## config.mk

```make
export PLATFORM = sky130hd
export DESIGN_NAME = text_token_lexer
export DESIGN_NICKNAME = d
export VERILOG_FILES = /design/src/rtl/core/ttl_pkg.sv /design/src/rtl/core/text_token_lexer.sv /design/src/rtl/core/ttl_front.sv /design/src/rtl/core/ttl_queue.sv /design/src/rtl/core/ttl_back.sv
export SDC_FILE = /design/constraint.sdc
export NUM_CORES = 1
export LEC_CHECK = 0
export BUFFER_PORTS_ARGS = -buffer_cell sky130_fd_sc_hd__buf_2
export CAP_MARGIN = 20
export CORE_ASPECT_RATIO = 0.8
export CORE_MARGIN = 3
export CORE_UTILIZATION = 50
export DETAILED_ROUTE_END_ITERATION = 8
export HOLD_SLACK_MARGIN = 0.05
export PLACE_DENSITY = 0.63
export SYNTH_ARGS = -nofsm -noshare
export SYNTH_HDL_FRONTEND = slang
export SYNTH_SLANG_ARGS = --single-unit
export TNS_END_PERCENT = 50
```

## constraint.sdc

```tcl
create_clock -name i_clk -period 7.4 [get_ports i_clk]
set_clock_uncertainty 0.1 [all_clocks]
set_input_delay 0.37 -clock i_clk [delete_from_list [all_inputs] [get_ports i_clk]]
set_output_delay 0.37 -clock i_clk [all_outputs]
set_load 0.05 [all_outputs]
```

## src/rtl/core/ttl_pkg.sv

```systemverilog
// ----------------------------------------------------------------------------
// ttl_pkg
// Types and constants shared by the text token lexer modules.
// ----------------------------------------------------------------------------
package ttl_pkg;

    localparam int OFFSET_BITS = 24;
    localparam int LINE_BITS   = 20;

    localparam int QUEUE_DEPTH  = 4;
    localparam int QUEUE_PTR_W  = $clog2(QUEUE_DEPTH);
    localparam int QUEUE_CNT_W  = $clog2(QUEUE_DEPTH + 1);
    localparam int OBUF_DEPTH   = 4;
    localparam int OBUF_PTR_W   = $clog2(OBUF_DEPTH);
    localparam int OBUF_CNT_W   = $clog2(OBUF_DEPTH + 1);

    localparam logic [OFFSET_BITS-1:0] OFF_MAX  = {OFFSET_BITS{1'b1}};
    localparam logic [LINE_BITS-1:0]   LINE_MAX = {LINE_BITS{1'b1}};

    localparam logic [7:0] CH_SPACE = 8'h20;
    localparam logic [7:0] CH_TAB   = 8'h09;
    localparam logic [7:0] CH_CR    = 8'h0D;
    localparam logic [7:0] CH_NL    = 8'h0A;
    localparam logic [7:0] CH_E     = 8'h65;
    localparam logic [7:0] CH_DOT   = 8'h2E;
    localparam logic [7:0] CH_MINUS = 8'h2D;
    localparam logic [7:0] CH_UNDER = 8'h5F;
    localparam logic [7:0] CH_QUOTE = 8'h22;
    localparam logic [7:0] CH_HASH  = 8'h23;
    localparam logic [7:0] CH_SLASH = 8'h2F;
    localparam logic [7:0] CH_NUL   = 8'h00;

    typedef enum logic [2:0] {
        MODE_IDLE    = 3'd0,
        MODE_SLASH   = 3'd1,
        MODE_COMMENT = 3'd2,
        MODE_IDENT   = 3'd3,
        MODE_NUMBER  = 3'd4,
        MODE_QUOTED  = 3'd5,
        MODE_UNKNOWN = 3'd6
    } t_mode;

    typedef enum logic [2:0] {
        KIND_EOF     = 3'd0,
        KIND_IDENT   = 3'd1,
        KIND_QUOTED  = 3'd2,
        KIND_INT     = 3'd3,
        KIND_FLOAT   = 3'd4,
        KIND_PUNCT   = 3'd5,
        KIND_UNKNOWN = 3'd6
    } t_kind;

    typedef struct packed {
        logic [7:0] in_byte;
        logic       is_end;
    } t_in_item;

    typedef struct packed {
        t_kind                  token_kind;
        logic [7:0]             punct_char;
        logic [OFFSET_BITS-1:0] start_offset;
        logic [OFFSET_BITS-1:0] token_length;
        logic [LINE_BITS-1:0]   line_number;
        logic                   space_before;
        logic                   newline_before;
        logic                   last_of_run;
    } t_out_item;

    typedef struct packed {
        logic blank;
        logic space;
        logic newline;
        logic slash;
        logic ident_start;
        logic digit;
        logic letter_e;
        logic dot;
        logic num_start;
        logic quote;
        logic punct;
    } t_class;

    typedef struct packed {
        t_in_item item;
        t_class   cls;
    } t_q_item;

endpackage

```

## src/rtl/core/text_token_lexer.sv

```systemverilog
// ----------------------------------------------------------------------------
// text_token_lexer
// Streaming text lexer taking one byte per item and giving token items.
// ----------------------------------------------------------------------------
// Accepts one byte per cycle while the item queue is not full; an item's
// results pass first through the item queue, then through the output buffer.
// A byte that ends a token and is itself punctuation, or the end marker after
// an open token, gives two items; the output side then sets the pace.
// Synchronous active-low reset empties both queues and returns to line 0.
module text_token_lexer (
    input  logic               i_clk,
    input  logic               i_rst_n,
    input  logic               i_in_valid,
    input  ttl_pkg::t_in_item  i_in_item,
    output logic               o_in_ready,
    output logic               o_out_valid,
    output ttl_pkg::t_out_item o_out_item,
    input  logic               i_out_ready
);

    logic             w_push;
    ttl_pkg::t_q_item w_push_item;
    logic             w_full;
    logic             w_pop;
    logic             w_empty;
    ttl_pkg::t_q_item w_head;

    ttl_front u_front (
        .i_in_valid   (i_in_valid),
        .i_in_item    (i_in_item),
        .o_in_ready   (o_in_ready),
        .o_push       (w_push),
        .o_push_item  (w_push_item),
        .i_queue_full (w_full)
    );

    ttl_queue u_queue (
        .i_clk       (i_clk),
        .i_rst_n     (i_rst_n),
        .i_push      (w_push),
        .i_push_item (w_push_item),
        .o_full      (w_full),
        .i_pop       (w_pop),
        .o_empty     (w_empty),
        .o_head      (w_head)
    );

    ttl_back u_back (
        .i_clk       (i_clk),
        .i_rst_n     (i_rst_n),
        .i_empty     (w_empty),
        .i_head      (w_head),
        .o_pop       (w_pop),
        .o_out_valid (o_out_valid),
        .o_out_item  (o_out_item),
        .i_out_ready (i_out_ready)
    );

endmodule

```

## src/rtl/core/ttl_front.sv

```systemverilog
// ----------------------------------------------------------------------------
// ttl_front
// Accepts input items and classifies each byte for the lexer back end.
// ----------------------------------------------------------------------------
module ttl_front (
    input  logic              i_in_valid,
    input  ttl_pkg::t_in_item i_in_item,
    output logic              o_in_ready,
    output logic              o_push,
    output ttl_pkg::t_q_item  o_push_item,
    input  logic              i_queue_full
);

    logic [7:0]      w_b;
    ttl_pkg::t_class w_cls;

    assign w_b = i_in_item.in_byte;

    always_comb begin
        w_cls             = '0;
        w_cls.blank       = (w_b == ttl_pkg::CH_SPACE) || (w_b == ttl_pkg::CH_TAB) ||
                            (w_b == ttl_pkg::CH_CR);
        w_cls.space       = (w_b == ttl_pkg::CH_SPACE);
        w_cls.newline     = (w_b == ttl_pkg::CH_NL);
        w_cls.slash       = (w_b == ttl_pkg::CH_SLASH);
        w_cls.ident_start = ((w_b >= 8'h61) && (w_b <= 8'h7A)) ||
                            ((w_b >= 8'h41) && (w_b <= 8'h5A)) ||
                            (w_b == ttl_pkg::CH_UNDER);
        w_cls.digit       = (w_b >= 8'h30) && (w_b <= 8'h39);
        w_cls.letter_e    = (w_b == ttl_pkg::CH_E);
        w_cls.dot         = (w_b == ttl_pkg::CH_DOT);
        w_cls.num_start   = w_cls.digit || (w_b == ttl_pkg::CH_DOT) ||
                            (w_b == ttl_pkg::CH_MINUS);
        w_cls.quote       = (w_b == ttl_pkg::CH_QUOTE);
        case (w_b)
            8'h7B, 8'h7D, 8'h28, 8'h29, ttl_pkg::CH_HASH, 8'h3A, 8'h27, 8'h3D, 8'h2C,
            8'h5B, 8'h5D: begin
                w_cls.punct = 1'b1;
            end
            default: begin
                w_cls.punct = 1'b0;
            end
        endcase
    end

    assign o_in_ready       = !i_queue_full;
    assign o_push           = i_in_valid && !i_queue_full;
    assign o_push_item.item = i_in_item;
    assign o_push_item.cls  = w_cls;

endmodule

```

## src/rtl/core/ttl_queue.sv

```systemverilog
// ----------------------------------------------------------------------------
// ttl_queue
// Short queue of classified items between the front and back ends.
// ----------------------------------------------------------------------------
module ttl_queue (
    input  logic             i_clk,
    input  logic             i_rst_n,
    input  logic             i_push,
    input  ttl_pkg::t_q_item i_push_item,
    output logic             o_full,
    input  logic             i_pop,
    output logic             o_empty,
    output ttl_pkg::t_q_item o_head
);

    ttl_pkg::t_q_item                  r_mem [ttl_pkg::QUEUE_DEPTH];
    logic [ttl_pkg::QUEUE_PTR_W-1:0]   r_wr;
    logic [ttl_pkg::QUEUE_PTR_W-1:0]   r_rd;
    logic [ttl_pkg::QUEUE_CNT_W-1:0]   r_cnt;

    assign o_full  = (r_cnt == ttl_pkg::QUEUE_CNT_W'(ttl_pkg::QUEUE_DEPTH));
    assign o_empty = (r_cnt == '0);
    assign o_head  = r_mem[r_rd];

    always_ff @(posedge i_clk) begin
        if (i_push) begin
            r_mem[r_wr] <= i_push_item;
        end
    end

    always_ff @(posedge i_clk) begin
        if (!i_rst_n) begin
            r_wr  <= '0;
            r_rd  <= '0;
            r_cnt <= '0;
        end else begin
            if (i_push) begin
                r_wr <= r_wr + 1'b1;
            end
            if (i_pop) begin
                r_rd <= r_rd + 1'b1;
            end
            r_cnt <= r_cnt + ttl_pkg::QUEUE_CNT_W'(i_push) - ttl_pkg::QUEUE_CNT_W'(i_pop);
        end
    end

endmodule

```

## src/rtl/core/ttl_back.sv

```systemverilog
// ----------------------------------------------------------------------------
// ttl_back
// Lexer state machine and output buffer: one classified item per cycle while the buffer has room for its results.
// ----------------------------------------------------------------------------
module ttl_back (
    input  logic               i_clk,
    input  logic               i_rst_n,
    input  logic               i_empty,
    input  ttl_pkg::t_q_item   i_head,
    output logic               o_pop,
    output logic               o_out_valid,
    output ttl_pkg::t_out_item o_out_item,
    input  logic               i_out_ready
);

    localparam int OW = ttl_pkg::OFFSET_BITS;
    localparam int LW = ttl_pkg::LINE_BITS;

    ttl_pkg::t_mode r_mode, n_mode;
    logic [OW-1:0]  r_pos, n_pos;
    logic [LW-1:0]  r_line, n_line;
    logic [OW-1:0]  r_start, n_start;
    logic [1:0]     r_flags, n_flags;
    logic           r_seen, n_seen;
    logic           r_take, n_take;

    ttl_pkg::t_out_item              r_buf [ttl_pkg::OBUF_DEPTH];
    logic [ttl_pkg::OBUF_PTR_W-1:0]  r_wr;
    logic [ttl_pkg::OBUF_PTR_W-1:0]  r_rd;
    logic [ttl_pkg::OBUF_CNT_W-1:0]  r_cnt;

    logic           w_end;
    logic [7:0]     w_b;
    ttl_pkg::t_class w_c;
    logic           w_open_emit;
    logic           w_do_idle;
    logic           w_second;
    logic           w_ident_cont;
    logic           w_num_cont;
    logic [OW-1:0]  w_pos_inc;
    logic [OW-1:0]  w_open_len;
    ttl_pkg::t_out_item w_tok0, w_tok1;
    ttl_pkg::t_out_item w_slot_a, w_slot_b;
    logic           w_push_a, w_push_b;
    logic           w_out_pop;

    assign w_end     = i_head.item.is_end;
    assign w_b       = i_head.item.in_byte;
    assign w_c       = i_head.cls;
    assign o_pop     = !i_empty && (r_cnt <= ttl_pkg::OBUF_CNT_W'(ttl_pkg::OBUF_DEPTH - 2));
    assign w_pos_inc = (r_pos == ttl_pkg::OFF_MAX) ? r_pos : r_pos + 1'b1;
    assign w_open_len = (r_pos >= r_start) ? r_pos - r_start : '0;
    assign w_ident_cont = w_c.ident_start || w_c.digit;
    assign w_num_cont   = w_c.digit || w_c.letter_e || (w_c.dot && !r_seen);

    always_comb begin
        w_open_emit = 1'b0;
        w_do_idle   = 1'b0;
        case (r_mode)
            ttl_pkg::MODE_SLASH: begin
                w_open_emit = w_end || !w_c.slash;
                w_do_idle   = !w_end && !w_c.slash;
            end
            ttl_pkg::MODE_COMMENT: begin
                w_do_idle = !w_end && w_c.newline;
            end
            ttl_pkg::MODE_IDENT: begin
                w_open_emit = w_end || !w_ident_cont;
                w_do_idle   = !w_end && !w_ident_cont;
            end
            ttl_pkg::MODE_NUMBER: begin
                w_open_emit = w_end || (!r_take && !w_num_cont);
                w_do_idle   = !w_end && !r_take && !w_num_cont;
            end
            ttl_pkg::MODE_QUOTED: begin
                w_open_emit = w_end || w_c.quote;
            end
            ttl_pkg::MODE_UNKNOWN: begin
                w_open_emit = w_end || w_c.space || w_c.newline;
                w_do_idle   = !w_end && (w_c.space || w_c.newline);
            end
            default: begin
                w_do_idle = !w_end;
            end
        endcase
        w_second = w_end || (w_do_idle && w_c.punct);
    end

    // Next state.
    always_comb begin
        n_mode  = r_mode;
        n_pos   = r_pos;
        n_line  = r_line;
        n_start = r_start;
        n_flags = r_flags;
        n_seen  = r_seen;
        n_take  = r_take;
        if (o_pop) begin
            if (w_end) begin
                n_mode  = ttl_pkg::MODE_IDLE;
                n_pos   = '0;
                n_line  = '0;
                n_start = '0;
                n_flags = '0;
                n_seen  = 1'b0;
                n_take  = 1'b0;
            end else begin
                n_pos = w_pos_inc;
                if (w_open_emit) begin
                    n_flags = '0;
                    n_mode  = ttl_pkg::MODE_IDLE;
                end
                if (w_do_idle) begin
                    n_mode = ttl_pkg::MODE_IDLE;
                    if (w_c.blank) begin
                        n_flags[0] = 1'b1;
                    end else if (w_c.newline) begin
                        n_flags[1] = 1'b1;
                        n_line = (r_line == ttl_pkg::LINE_MAX) ? r_line : r_line + 1'b1;
                    end else if (w_c.slash) begin
                        n_mode  = ttl_pkg::MODE_SLASH;
                        n_start = r_pos;
                    end else if (w_c.ident_start) begin
                        n_mode  = ttl_pkg::MODE_IDENT;
                        n_start = r_pos;
                    end else if (w_c.num_start) begin
                        n_mode  = ttl_pkg::MODE_NUMBER;
                        n_start = r_pos;
                        n_seen  = w_c.dot;
                        n_take  = 1'b0;
                    end else if (w_c.quote) begin
                        n_mode  = ttl_pkg::MODE_QUOTED;
                        n_start = w_pos_inc;
                    end else if (w_c.punct) begin
                        n_flags = '0;
                    end else begin
                        n_mode  = ttl_pkg::MODE_UNKNOWN;
                        n_start = r_pos;
                    end
                end else if (!w_open_emit) begin
                    case (r_mode)
                        ttl_pkg::MODE_SLASH: begin
                            n_mode = ttl_pkg::MODE_COMMENT;
                        end
                        ttl_pkg::MODE_NUMBER: begin
                            if (r_take) begin
                                n_take = 1'b0;
                            end else begin
                                if (w_c.dot) begin
                                    n_seen = 1'b1;
                                end
                                if (w_c.letter_e) begin
                                    n_take = 1'b1;
                                end
                            end
                        end
                        default: begin
                        end
                    endcase
                end
            end
        end
    end

    // Result items.
    always_comb begin
        w_tok0                = '0;
        w_tok0.start_offset   = r_start;
        w_tok0.token_length   = w_open_len;
        w_tok0.line_number    = r_line;
        w_tok0.space_before   = r_flags[0];
        w_tok0.newline_before = r_flags[1];
        case (r_mode)
            ttl_pkg::MODE_SLASH: begin
                w_tok0.token_kind   = ttl_pkg::KIND_PUNCT;
                w_tok0.punct_char   = ttl_pkg::CH_SLASH;
                w_tok0.token_length = OW'(1);
            end
            ttl_pkg::MODE_IDENT: begin
                w_tok0.token_kind = ttl_pkg::KIND_IDENT;
            end
            ttl_pkg::MODE_NUMBER: begin
                w_tok0.token_kind = r_seen ? ttl_pkg::KIND_FLOAT : ttl_pkg::KIND_INT;
            end
            ttl_pkg::MODE_QUOTED: begin
                w_tok0.token_kind = ttl_pkg::KIND_QUOTED;
            end
            default: begin
                w_tok0.token_kind = ttl_pkg::KIND_UNKNOWN;
            end
        endcase

        w_tok1                = '0;
        w_tok1.start_offset   = r_pos;
        w_tok1.line_number    = r_line;
        w_tok1.space_before   = w_open_emit ? 1'b0 : r_flags[0];
        w_tok1.newline_before = w_open_emit ? 1'b0 : r_flags[1];
        w_tok1.last_of_run    = 1'b1;
        if (w_end) begin
            w_tok1.token_kind   = ttl_pkg::KIND_EOF;
            w_tok1.punct_char   = ttl_pkg::CH_NUL;
            w_tok1.token_length = '0;
        end else begin
            w_tok1.token_kind   = ttl_pkg::KIND_PUNCT;
            w_tok1.punct_char   = w_b;
            w_tok1.token_length = OW'(1);
        end
        w_tok0.last_of_run = !w_second;

        w_slot_a = w_open_emit ? w_tok0 : w_tok1;
        w_slot_b = w_tok1;
        w_push_a = o_pop && (w_open_emit || w_second);
        w_push_b = o_pop && w_open_emit && w_second;
    end

    assign o_out_valid = (r_cnt != '0);
    assign o_out_item  = r_buf[r_rd];
    assign w_out_pop   = o_out_valid && i_out_ready;

    always_ff @(posedge i_clk) begin
        if (w_push_a) begin
            r_buf[r_wr] <= w_slot_a;
        end
        if (w_push_b) begin
            r_buf[r_wr + ttl_pkg::OBUF_PTR_W'(1)] <= w_slot_b;
        end
    end

    always_ff @(posedge i_clk) begin
        if (!i_rst_n) begin
            r_mode  <= ttl_pkg::MODE_IDLE;
            r_pos   <= '0;
            r_line  <= '0;
            r_start <= '0;
            r_flags <= '0;
            r_seen  <= 1'b0;
            r_take  <= 1'b0;
            r_wr    <= '0;
            r_rd    <= '0;
            r_cnt   <= '0;
        end else begin
            r_mode  <= n_mode;
            r_pos   <= n_pos;
            r_line  <= n_line;
            r_start <= n_start;
            r_flags <= n_flags;
            r_seen  <= n_seen;
            r_take  <= n_take;
            r_wr    <= r_wr + ttl_pkg::OBUF_PTR_W'(w_push_a) + ttl_pkg::OBUF_PTR_W'(w_push_b);
            if (w_out_pop) begin
                r_rd <= r_rd + 1'b1;
            end
            r_cnt <= r_cnt + ttl_pkg::OBUF_CNT_W'(w_push_a) + ttl_pkg::OBUF_CNT_W'(w_push_b)
                     - ttl_pkg::OBUF_CNT_W'(w_out_pop);
        end
    end

    a_buf_bound: assert property (@(posedge i_clk) disable iff (!i_rst_n)
        r_cnt <= ttl_pkg::OBUF_CNT_W'(ttl_pkg::OBUF_DEPTH))
        else $error("output buffer count out of range");

    a_pop_room: assert property (@(posedge i_clk) disable iff (!i_rst_n)
        o_pop |-> (r_cnt <= ttl_pkg::OBUF_CNT_W'(ttl_pkg::OBUF_DEPTH - 2)))
        else $error("item taken without room for its results");

    a_end_resets: assert property (@(posedge i_clk) disable iff (!i_rst_n)
        (o_pop && w_end) |=> (r_pos == '0 && r_mode == ttl_pkg::MODE_IDLE && r_flags == '0))
        else $error("end of buffer did not return the lexer to its start");

    a_end_eof: assert property (@(posedge i_clk) disable iff (!i_rst_n)
        (o_pop && w_end) |-> (w_push_a && w_slot_b.token_kind == ttl_pkg::KIND_EOF))
        else $error("end of buffer without an EOF item");

endmodule

```

-- After elaboration in Yosys (flattened, before gate mapping)
Memories as Yosys holds them, arrays and structs flattened. A register that Yosys moved wholly into a read port is not among the register bits.
Cells that the tools add are included.
- $add $sub $neg: 14
- magnitude comparators: 8
- equal/unequal tests: 41
- muxes and demuxes: 85
- reductions and logical operators: 56
- operators with widths (cell ; count):
    two-way mux 24 bit ; 13
    two-way mux 20 bit ; 5
    equality test 8 x 6 -> 1 bit (second input constant) ; 12
    two-way mux 82 bit ; 1
    equality test 8 x 7 -> 1 bit (second input constant) ; 6
    two-way mux 3 bit ; 13
    two-way mux 1 bit ; 36
    adder 24 x 1 -> 24 bit (second input constant) ; 1
    equality test 24 bit (second input constant) ; 1
    equality test 8 x 4 -> 1 bit (second input constant) ; 3
    >= comparator 24 bit ; 1
    two-way mux 2 bit ; 12
    subtractor 24 bit ; 1
    adder 20 x 1 -> 20 bit (second input constant) ; 1
    equality test 20 bit (second input constant) ; 1
    logical AND 1 bit ; 18
    logical OR 1 bit ; 18
    inequality test 3 x 2 -> 1 bit (second input constant) ; 6
    >= comparator 8 x 7 -> 1 bit (second input constant) ; 2
    <= comparator 8 x 7 -> 1 bit (second input constant) ; 2
    equality test 3 bit (second input constant) ; 4
    one-hot mux 3 bit (4 select lines) ; 1
    two-way mux 11 bit ; 1
    OR reduction 11 bit ; 1
    22 further kinds ; 44
- register bits: 89
- RAM bits: 408
- bits of input ports: 13
- output and inout port bits: 84
- memories: 2
- memories (name ; words ; width ; read ports ; clocked after memory_dff ; wr ports ; RTL line ; source):
    u_back.r_buf ; 4 ; 82 ; 1 ; 1 ; 2 ; ttl_back.sv:27 ; ttl_pkg::t_out_item r_buf [ttl_pkg::OBUF_DEPTH];
    u_queue.r_mem ; 4 ; 20 ; 1 ; 1 ; 1 ; ttl_queue.sv:16 ; ttl_pkg::t_q_item r_mem [ttl_pkg::QUEUE_DEPTH];

-- Longest topological paths before layout
- depth after elaboration: 17
- depth in mapped cells: 15

-- Modules after synthesis
A second synthesis with hierarchy kept.
- cells, all modules: 1877
- area, all modules: 23374.9 um2
- modules (own cells, without submodules) (module ; instances ; cells an instance ; area each (um2) ; sequential area each (um2)):
    ttl_back ; 1 ; 1672 ; 19660.1 ; 10530.1
    ttl_queue ; 1 ; 147 ; 3328.2 ; 2582.5
    ttl_front ; 1 ; 58 ; 386.6 ; 0.0

-- Worst setup path after synthesis
OpenSTA, ideal clock, no wires.
- path type: flip-flop to flip-flop
- start: register with a tool-made name
- end: memory u_back.r_buf[1][10] in the netlist's numbering (enable)
- library setup time: 0.441 ns
- arrival: 4.062 ns
- data required time: 6.859 ns
- path slack: 2.797 ns
- cell stages (with the launch flop): 11
- path buffers: 2
- path through: dfxtp_1 > buf_4 > mux4_2 > o211a_1 > a211oi_2 > nor3_2 > a21boi_4 > nor3_2 > a21oi_2 > inv_2 > clkbuf_1
- RTL lines (what ; RTL line):
    end: declaration ; ttl_back.sv:27

==> results <==
- The area added between synthesis and finish is 11.6%.
- The hold path startpoint is i_in_item[1].
- The core outline area is about 46000 um2.
- In this run the count of I/O pins placed on the die edge is 97.
- The synthesized design contains 501 register bits.
- In the final layout, the share of cells above drive strength 1 is approximately 17%.
- The library cell used most frequently in the layout, excluding fill and tap cells, is sky130_fd_sc_hd__edfxtp_1.
- The TritonCTS clock tree is done.
- In the final routed layout, each cell accounts on average for ~24 um.
- The number of max-slew violations in the final report is 0.
- Walking the worst path, the cells encountered are buf_4 -> mux4_2 -> o2111ai_1 -> nand2_1 -> nor3_2 -> a21boi_4 -> nand2b_1 -> and2_1 -> clkinv_2 -> buf_4 -> and2_1.
- The cell type contributing the most total cell area after synthesis is sky130_fd_sc_hd__edfxtp_1.
- The final setup violation count is 0.
- The total via count after detailed routing is ~16000.
- STA classifies the critical path startpoint as a flip-flop.
- After the first detailed-routing iteration, the DRC count stood at ~1600.
- The smallest clock period supported by the final layout is computed as around 5.5 ns.
- For this run, asynchronously set or reset flops after synthesis account for 0%.
- The number of antenna violations at the first check in global routing came to 1.
- The overall routing resource usage is between 20% and 30%.
- Averaged over all synthesized cells, the footprint is 12.3 um2.
- The final weighted congestion of routability-driven global placement is just over 0.9.
- The cell area that synthesis handed to floorplanning was roughly 24000 um2.
- The routed design has 62400 um of wire.
- Along the worst hold path, the cell count comes to 1.
- The first global-routing pass estimated around 97000 um of wire.
- The number of setup buffers added after CTS is 0.
- The clock tree root driver cell is sky130_fd_sc_hd__clkbuf_16.
- The share of synthesized area in the top cell type comes to approximately two fifths.
- The analysis attributes to cell leakage a power of 9.14 nW.
- Prior to clock tree synthesis, the placed netlist has a worst setup slack of 1.75 ns.
- Of all nets on the critical path, the largest fanout is about 40.
- The repair_antennas step left the layout with diodes totalling 0.
- The critical path in this run is classified as reg -> reg.
- The effective utilization at floorplan is between 50% and 60%.
- The pin count of the biggest net entering global routing is between 60 and 70.
- The number of rows in the core area is 70.
- Setup repair after global routing left no endpoint under its margin.
- The transition time at the pin with the least slew margin is roughly 1.1 ns.
- During placement, the flow inserted port buffers numbering 96.
- The worst hold path belongs to the class in -> reg.
- The maximum clock path buffer count is 3.
- In this run the critical register-to-register path is captured at u_back.r_buf[2][12].
- The clock tree synthesis step divided the H-tree into 2 levels.
- The residual overflow from global routing is 0.
- For hold timing, the worst endpoint is u_queue.r_mem[3][12].
- The floorplan step set the die height to around 200 um.
- The slowest stage of the critical path belongs to the cell sky130_fd_sc_hd__dfxtp_1.
- The via count of the first global-routing pass is about 16000.
- The count of synthesis-stage warnings from yosys is 0.
- The minimum setup slack among reg-to-reg paths is 1.92 ns.
- The CTS sink count is 501.
- The first-pass detailed-route iteration total is 6.
- Clock latency on the worst-skew pair, taken at its later pin, is approximately 0.60 ns.
- After routing, the total negative slack on setup checks comes to 0 ns.
- The DRC violations left is 0.
- After clock tree synthesis, the repair step resized 0 gates.
- The library cells used most frequently in the layout, excluding fill and tap cells, are 308 x sky130_fd_sc_hd__edfxtp_1, 191 x sky130_fd_sc_hd__dfxtp_1, 136 x sky130_fd_sc_hd__a22o_1.
- In the finished design, the share of the clock period the worst path needs comes to approximately three quarters.
- The run finished with clean final reports.
- The synthesized design contains roughly 300 enable-type register cells.
- Ranked by total cell area, the synthesized netlist is headed by sky130_fd_sc_hd__edfxtp_1 39%, sky130_fd_sc_hd__dfxtp_1 16%, sky130_fd_sc_hd__mux4_2 9.8%, sky130_fd_sc_hd__a22o_1 5.0%, sky130_fd_sc_hd__and2_1 2.7%.
- The die covers ~50000 um2.
- Clock-pin slew was measured on the worst setup and hold paths at approximately 0.06 ns.
- In this design, the stage delay of the slowest critical-path cell is around 0.84 ns.
- The share of the Yosys chip area taken by registers is 55.4%.
- The total half-perimeter wirelength after legalization and detailed placement is 40500 um.
- Data arrives at the worst endpoint at between 5 and 6 ns.
- The relative slew slack is roughly a quarter.
- After the last flow step, the layout net total stands at between 2000 and 2500.
- The number of cells on the worst reg-to-reg path is 11.
- The final-report hold violation count is 0.
- The post-layout worst setup margin is between 1.5 and 2 ns.
- For this design the ratio of total power to cell area is roughly 350 nW/um2.
- The largest voltage drop on the vdd net is 0.260 mV.
- The number of buffers added by the clock tree synthesis step is 50.
- Data on the critical path is required at its endpoint by approximately 7.6 ns.
- Synthesis produced roughly 1900 cells.
- The number of nets produced by synthesis is between 1500 and 2000.
- The post-route antenna net violation count is 0.
- The count of cell types in the netlist is 77.
- In the synthesized netlist the dominant register cell turns out to be sky130_fd_sc_hd__edfxtp_1.
- The max-capacitance violation count is 0.
- Derived from the worst setup path, the maximum achievable clock frequency is approximately 180 MHz.
- In this run the horizontal extent of the chip is approximately 250 um.
- STA classifies the critical path endpoint as a flip-flop.
- The detail-routed via count per cell is between 6 and 7.
==> synthesized netlist by cell type, drive strengths merged, types with 30 or more instances <==
cell     instances
edfxtp         308
dfxtp          193
a22o           136
nor2           115
nand2          111
and2           104
mux4           103
clkbuf         100
o21ai           85
a21oi           60
o2bb2ai         58
nand3           55
inv             54
buf             41
xnor2           36
ha              34
nor3            30
==> critical path: cells and delay by family (launching register included) <==
kind / cells / cell delay [ns]
buf+inv: 3 / 1.40
flops: 1 / 0.84
simple gates: 5 / 1.50
mux: 1 / 0.55
compound gates: 2 / 0.79
==> power breakdown <==
part           internal [mW]  switching [mW]  total (mW)
clock network           1.43            1.09        2.51
registers               3.37           0.229        3.60
logic                  0.935            2.27        3.21
total                   5.73            3.59        9.32
==> final cells by class <==
type                            instances  area (um2)
Fill cell                            3836       19800
Sequential cell                       501       13100
Multi-Input combinational cell       1223        9800
Clock buffer                           69        1380
Timing Repair Buffer                  144         908
Tap cell                              612         766
Clock inverter                         25         245
Inverter                               55         208
==> kinds of logic after synthesis <==
| logic type | share of synthesized area (%) |
|---|---|
| AND/OR/NAND/NOR | 12.2 |
| AO/OA/AOI/OAI | 14.3 |
| XOR/XNOR | 2.18 |
| flip-flops | 55.4 |
| buffers and inverters | 3.44 |
| multiplexers | 10.4 |
| adder cells (fa/ha/maj) | 2.22 |
==> flip-flops by register name, indices dropped and copies added, names as in the netlist, named ones only <==
register / count
u_queue.r_wr: 2
u_back.r_cnt: 3
u_back.r_mode: 3
u_back.r_flags: 2
u_back.r_line: 20
u_back.r_start: 24
u_back.r_buf: 328
u_back.r_take: 1
u_queue.r_cnt: 3
u_back.r_seen: 1
u_back.r_wr: 2
u_back.r_pos: 24
u_back.r_rd: 2
u_queue.r_rd: 2
u_queue.r_mem: 80
==> per-layer routing <==
metal | track usage (%) | wire length, um | up-vias
li1 | - | - | 7436
met1 | 36.4 | 28800 | 8246
met2 | 37.9 | 28200 | 562
met3 | 4.16 | 3890 | 98
met4 | 6.94 | 1550 | 2
met5 | 0 | 7 | -
==> through the flow <==
step                      power (mW)  instances  cell area (um2)  util [%]  hold WS, ns
after floorplan                 5.90       1920            23700         -        0.327
after global placement          6.80       2522            24600      53.3        0.339
after detailed placement        6.84       2523            24600      53.3        0.346
after CTS                       9.35       2625            26400      57.0       0.0554
after global routing            9.71       2629            26400      57.1       0.0791
final                           9.32       2629            26400      57.1       0.0864
==> timing repair <==
action                     CTS  global route
hold buffers                 8             0
setup endpoints to repair    0             0
hold endpoints to repair    32             0
==> worst max path at each step <==
stage	slack [ns]	start	to
5_1_grt	1.51	flip-flop	u_back.r_buf[2][17]
4_1_cts	1.73	flip-flop	u_back.r_buf[0][67]
2_1_floorplan	2.80	flip-flop	u_back.r_buf[1][10]
6_report	1.92	flip-flop	u_back.r_buf[2][12]
3_3_place_gp	1.80	flip-flop	u_back.r_buf[0][62]
3_5_place_dp	1.75	flip-flop	u_back.r_buf[0][60]
Note: power is estimated with default switching activity, not from simulation.
